**src/rtl/core/pevrt_isqrt.sv**
```systemverilog
// ----------------------------------------------------------------------------
// pevrt_isqrt: iterative integer square root
// Bit-pair restoring square root of a 50-bit value, one result bit per cycle.
// ----------------------------------------------------------------------------
module pevrt_isqrt (
  input  logic        clk,
  input  logic        rst,
  input  logic        start,
  input  logic [49:0] radicand,
  output logic        done,
  output logic [24:0] root
);

  logic [49:0] rem;
  logic [49:0] val;
  logic [24:0] res;
  logic [4:0]  cnt;
  logic        busy;
  logic [51:0] trial;

  // trial = (rem << 2 | next pair) - (res << 2 | 1)
  assign trial = {rem[49:0], val[49:48]} - {25'd0, res, 2'b01};

  always_ff @(posedge clk) begin
    if (rst) begin
      busy <= 1'b0;
      done <= 1'b0;
    end else begin
      if (start) begin
        busy <= 1'b1;
        done <= 1'b0;
        rem  <= '0;
        val  <= radicand;
        res  <= '0;
        cnt  <= '0;
      end else if (busy) begin
        val <= {val[47:0], 2'b00};
        if (!trial[51]) begin
          rem <= trial[49:0];
          res <= {res[23:0], 1'b1};
        end else begin
          rem <= {rem[47:0], val[49:48]};
          res <= {res[23:0], 1'b0};
        end
        cnt <= cnt + 5'd1;
        done <= (cnt == 5'd24);
        if (cnt == 5'd24) begin
          busy <= 1'b0;
        end
      end else begin
        done <= 1'b0;
      end
    end
  end

  assign root = res;

endmodule
```
**config.mk**
```make
export PLATFORM = sky130hd
export DESIGN_NAME = pevrt_isqrt
export DESIGN_NICKNAME = d
export VERILOG_FILES = /design/src/rtl/core/pevrt_isqrt.sv
export SDC_FILE = /design/constraint.sdc
export NUM_CORES = 1
export LEC_CHECK = 0
export BUFFER_PORTS_ARGS = -buffer_cell sky130_fd_sc_hd__buf_2
export CORE_AREA = 2 2 119 121
export CTS_CLUSTER_SIZE = 14
export DETAILED_ROUTE_END_ITERATION = 7
export DIE_AREA = 0 0 121 123
export PLACE_DENSITY = 0.78
export SLEW_MARGIN = 10
export SYNTH_ARGS = -nofsm -noshare
export SYNTH_HDL_FRONTEND = slang
export SYNTH_SLANG_ARGS = --single-unit
```
**constraint.sdc**
```tcl
create_clock -name clk -period 11.8 [get_ports clk]
set_clock_uncertainty 0.05 [all_clocks]
set_input_delay 2.95 -clock clk [delete_from_list [all_inputs] [get_ports clk]]
set_output_delay 2.95 -clock clk [all_outputs]
set_load 0.05 [all_outputs]
```
==> results of run 1 <==
## layer usage
layer  global-route usage, %  part of all wire (%)
met2                    35.0                    48
met5                       0                     0
met4                    8.50                   1.9
met1                    26.6                    44
met3                    6.32                   6.2
## layout by cell type, fill, tap and decap left out, types with 5 or more instances in the layout
cell,Yosys,final
a211oi_1,6,6
a21o_1,12,12
a21oi_1,62,62
and2_1,5,5
buf_2,4,77
buf_4,0,5
clkbuf_16,0,17
edfxtp_1,130,130
ha_1,28,28
inv_1,33,33
mux2_2,49,49
nand2_1,73,73
nand3_1,6,6
nor2_1,74,73
nor3_1,14,14
o211ai_1,6,6
o21a_1,6,6
o21ai_0,22,22
or3_1,16,16
or4_1,7,7
xnor2_1,29,28
xor2_1,9,9
## worst reg2reg max path, stage by stage (launching register included)
cell and delay, ns:
edfxtp_1 0.36, inv_1 0.07, ha_1 0.36, a21oi_1 0.25, o211ai_1 0.17, nor3_1 0.53, nand4_1 0.15, o21bai_2 0.24
xnor2_2 0.16, buf_4 0.29, or4_4 0.64, or4_1 0.42, a21oi_1 0.17
## layout make-up
type / instances / area, sq um / area share, %
sequential: 132 / 3940 / 46.8
clock buffer: 18 / 429 / 5.09
inverter: 33 / 124 / 1.47
timing repair buffer: 82 / 423 / 5.01
clock inverter: 14 / 160 / 1.90
multi-input combinational: 473 / 3130 / 37.1
tap: 180 / 225 / 2.67
## cells by family after synthesis
logic type / after synthesis / synth area share (%)
buf+inv: 59 / 3.31
fa+ha+maj: 28 / 4.80
compound gates: 134 / 11.4
flops: 132 / 54.0
simple gates: 224 / 14.3
mux: 49 / 7.56
xor+xnor: 38 / 4.56
## sequential cells by signal (all words and copies together) (netlist names)
signal and count:
val 50, root 25, done 1, busy 1
cnt 5, rem 50
## worst paths after layout
check / startpoint / cells after the start / end / slack (ns)
worst max register to register: root[24] / 12 / rem[43] / 7.78
worst min register to register: busy / 1 / done / 0.45
worst max-delay path: start / 4 / cnt[0] / 6.10
worst min-delay path: busy / 1 / done / 0.45
## where the power goes
group          total (mW)  internal (mW)  switching [mW]
clock               0.529          0.330           0.199
sequential          0.574          0.557          0.0170
combinational       0.220         0.0867           0.133
total                1.32          0.974           0.349
==> impl_metrics.csv, run 1 <==
group,metric,value,unit
power_and_ir_drop,power,1.32,mW
synthesis,yosysMostFrequentCell,"edfxtp_1",
cells_and_area,layout-drive-gt1-share,22.3,%
cells_and_area,syn_to_final_growth,15.5,%
timing,fmax,175,MHz
timing,final.min_clock_period,5.70,ns
floorplanning,core_area,13600,sq um
place,placedCellCount,900,
synthesis,ys_async_sr_fraction,0,%
synthesis,synth_seq_area_share,54.0,%
critical_path,worstSetupStartpointType,"primary input",
global_routing,groute.usage.overall,21.3,%
timing,final_hold_viol_count,0,
place,place_area,7840,sq um
clocking,cts_max_path_buffers,2,
critical_path,cpPeakStageDelay,0.98,ns
detailed_routing,drc,0,
clocking,cts_tree,"built",
critical_path,critical_path_class,"in2reg",
synthesis,synth_cell_types,51,
synthesis,synth.avg_cell_area,11.0,sq um
detailed_routing,routed_wl,15000,um
place,pre_cts_ws,5.61,ns
synthesis,synth_edf_count,130,
place,hpwl,9890,um
detailed_routing,drtIter0Drc,427,
power_and_ir_drop,p_per_area,157,nW/um^2
power_and_ir_drop,ir_drop,0.0943,mV
cells_and_area,stdcell_count,932,
synthesis,yosysWarnings,0,
timing,timing.setup.tns,0,ns
floorplanning,rows,43,
power_and_ir_drop,leakage,3.24,nW
clocking,hold_buffers,0,
cells_and_area,nFillCells,1082,
cells_and_area,design_area,8430,sq um
run,timing.max_cap.violations,0,
synthesis,synth_top_cell_area_share,53.5,%
clocking,ctsResizeCount,0,
synthesis,synth-seq-cells,132,
timing,fin_ws,6.10,ns
floorplanning,boundaryPins,79,
critical_path,cp.buffers_inverters,2,
global_routing,grt_antenna_before_repair,0,
timing,whs,0.447,ns
synthesis,synth_common_cells,"130 x edfxtp_1, 74 x nor2_1, 73 x nand2_1, 62 x a21oi_1, 49 x mux2_2",
timing,max_slew_margin,21.7,%
clocking,path_clk_slew,0.06,ns
critical_path,crit_path_cell_trace,"buf_4 -> nor2_1 -> nor2_4 -> buf_4",
critical_path,cp-end-kind,"flop",
detailed_routing,vias_per_cell,5.68,
floorplanning,design.die.area,14900,sq um
clocking,clkSinkCount,132,
critical_path,crit_arrival,5.69,ns
cells_and_area,utilization,62.0,%
global_routing,grt_pass1_wl,24700,um
place,place_congestion,0.912,
clocking,cts_setup_buffers,0,
synthesis,yosysTopAreaCell,"edfxtp_1",
place,numPortBuffers,78,
critical_path,crit_path_frequent_cell,"buf_4",
timing,tightest_slew,1.17,ns
floorplanning,die-height,123,um
critical_path,critPathMaxFanout,92,
global_routing,overflow,0,
synthesis,syn_inst,664,
synthesis,synth_ff_type,"edfxtp_1",
floorplanning,start_util,53.6,%
detailed_routing,drt_first_pass_iters,5,
global_routing,grt_max_degree,93,
synthesis,synth.cell_area,7300,sq um
floorplanning,die_x,121,um
cells_and_area,diodes,0,
clocking,clk-insertion-delay-late,0.42,ns
detailed_routing,antenna_left,0,
detailed_routing,vias,5298,
clocking,htreeDepth,4,
critical_path,crit_family,"buffers and inverters",
critical_path,cp.required,11.79,ns
timing,finalSetupViolations,0,
timing,fin_crit_sh,48.3,%
timing,rsz0062_at_grt,"false",
clocking,cts-root-buf,"clkbuf_16",
global_routing,first_global_vias,5238,
status,status,"completed",
clocking,cts_made_buffers,17,
detailed_routing,detail_route.wl_per_cell,16.1,um
cells_and_area,nNetsFinal,820,
timing,slew_violations,0,
critical_path,critPathSlowestCell,"buf_4",
hold_path,hp-class,"reg2reg",
synthesis,yosys-top-cells-area,"edfxtp_1 53%, mux2_2 7.6%, ha_1 4.8%",
synthesis,synth_nets,745,
Note: power is estimated with default switching activity, not from simulation.
==> inputs of run 2 (changes only) <==
Settings changed: CORE_AREA 2 2 119 121 to 2 2 120 122, DIE_AREA 0 0 121 123 to 0 0 122 124, PLACE_DENSITY 0.78 to 0.8.
Clock period 11.8 ns to 4.6 ns, I/O delays scaled along.
==> impl_metrics.csv, run 2 (synthesized netlist as in run 1, its figures left out) <==
group,metric,value,unit
clocking,ctsResizeCount,0,
clocking,cts-root-buf,"clkbuf_16",
global_routing,grt_antenna_before_repair,0,
cells_and_area,final_cell_mix,"130 x edfxtp_1, 77 x buf_2, 73 x nor2_1, 73 x nand2_1, 62 x a21oi_1",
global_routing,overflow,0,
power_and_ir_drop,p_per_area,401,nW/um^2
detailed_routing,detail_route.wl_per_cell,15.7,um
global_routing,grt_busiest_layer,"met2",
clocking,clkSinkCount,132,
floorplanning,boundaryPins,79,
power_and_ir_drop,ir_drop,0.246,mV
cells_and_area,layout-drive-gt1-share,22.3,%
detailed_routing,routed_wl,14600,um
global_routing,met2_usage,34.1,%
clocking,cts_setup_buffers,0,
critical_path,r2r-start,"rem[6]",
critical_path,cp-end-kind,"flop",
run,timing.max_cap.violations,0,
place,place_area,7850,sq um
floorplanning,die-height,124,um
floorplanning,core_area,13700,sq um
place,hpwl,9920,um
floorplanning,rows,43,
floorplanning,start_util,53.2,%
global_routing,groute.usage.overall,21.2,%
clocking,cts_made_buffers,17,
cells_and_area,diodes,0,
timing,slew_violations,0,
timing,fin_crit_sh,83.3,%
clocking,hold_buffers,0,
hold_path,worstHoldStart,"busy",
global_routing,use_met3,7.88,%
cells_and_area,stdcell_count,933,
critical_path,crit_path_cell_trace,"ha_1 -> a21oi_1 -> o21ai_0 -> a211o_4 -> a31oi_1 -> o21bai_2 -> xnor2_2 -> or4_1 -> or4_1 -> a21oi_1",
global_routing,grt_max_degree,87,
floorplanning,design.die.area,15100,sq um
critical_path,worstSetupStartpointType,"flop",
cells_and_area,utilization,61.5,%
hold_path,hp-class,"reg2reg",
power_and_ir_drop,power,3.38,mW
global_routing,grt_pass1_wl,24900,um
global_routing,met1_usage,26.2,%
clocking,htreeDepth,4,
place,numPortBuffers,78,
detailed_routing,drtIter0Drc,314,
critical_path,cpPeakStageDelay,0.72,ns
timing,final.min_clock_period,3.83,ns
cells_and_area,regArea,3940,sq um
timing,final_hold_viol_count,0,
critical_path,critical_path_class,"reg2reg",
power_and_ir_drop,leakage,3.23,nW
clocking,cts_max_path_buffers,2,
power_and_ir_drop,p_sw,886,uW
detailed_routing,drt_first_pass_iters,4,
critical_path,critPathMaxFanout,13,
critical_path,crit_arrival,4.04,ns
timing,finalSetupViolations,0,
power_and_ir_drop,p_clk_share,39.9,%
power_and_ir_drop,p_int,2.50,mW
clocking,cts_tree,"built",
cells_and_area,syn_to_final_growth,15.6,%
global_routing,first_global_vias,5195,
timing,rsz0062_at_grt,"false",
place,placedCellCount,901,
cells_and_area,nFillCells,1097,
cells_and_area,final_common_cell,"edfxtp_1",
place,place_congestion,0.893,
timing,fmax,261,MHz
power_and_ir_drop,pwr-share-seq,43.5,%
critical_path,startpoint,"rem[6]",
floorplanning,die_x,122,um
cells_and_area,multiInputGateArea,3130,sq um
timing,tightest_slew,1.08,ns
status,status,"completed",
detailed_routing,antenna_left,0,
power_and_ir_drop,swShare,26.2,%
critical_path,critPathSlowestCell,"or4_1",
detailed_routing,vias,5262,
timing,max_slew_margin,28.0,%
clocking,clk-insertion-delay-late,0.42,ns
cells_and_area,nNetsFinal,821,
power_and_ir_drop,pwr-share-comb,16.6,%
timing,timing.setup.tns,0,ns
clocking,path_clk_slew,0.06,ns
detailed_routing,vias_per_cell,5.64,
cells_and_area,design_area,8440,sq um
critical_path,cp.required,4.81,ns
detailed_routing,drc,0,
[run 2: critical path, delay by kind of cell, from the launching register on]
| kind | cells | cell delay (ns) |
|---|---|---|
| AOI/OAI and AO/OA | 6 | 1.43 |
| and+or+nand+nor | 2 | 1.25 |
| DFF | 1 | 0.41 |
| adders and majority gates | 1 | 0.37 |
| xor gates and xnor gates | 1 | 0.17 |
[run 2: path summary, 6_finish.rpt]
path | endpoint | slack (ns) | cells past startpoint
setup / recovery | rem[38] | 0.77 | 10
hold / removal | done | 0.46 | 1
setup reg to reg | rem[38] | 0.77 | 10
hold reg to reg | done | 0.46 | 1
[run 2: cell type report]
class / count / area share [%]
clock buffers: 18 / 5.09
clock inverters: 14 / 1.88
inverters: 33 / 1.47
multi-input cells: 473 / 37.1
flip-flops and latches: 132 / 46.7
well taps: 180 / 2.67
repair buffers: 83 / 5.10
[run 2: layer usage]
layer | share of wire (%) | vias up
li1 | - | 2584
met1 | 43 | 2490
met2 | 48 | 172
met3 | 7.6 | 16
met4 | 1.5 | 0
met5 | 0 | -
[run 2: power groups by stage]
| stage | Clock (mW) | Combinational, mW | Sequential [mW] |
|---|---|---|---|
| final | 1.35 | 0.563 | 1.47 |
| after global routing | 1.43 | 0.626 | 1.48 |
| after CTS | 1.37 | 0.563 | 1.47 |
| after detailed placement | 0 | 0.558 | 1.50 |
| after global placement | 0 | 0.544 | 1.49 |
| after floorplan | 0 | 0.394 | 1.53 |
[run 2: metrics by stage]
step           setup slack, ns  hold slack [ns]
2_1_floorplan            0.715            0.410
3_3_place_gp             0.943            0.423
3_5_place_dp             0.789            0.433
4_1_cts                  0.759            0.466
5_1_grt                  0.480            0.488
6_report                 0.768            0.459
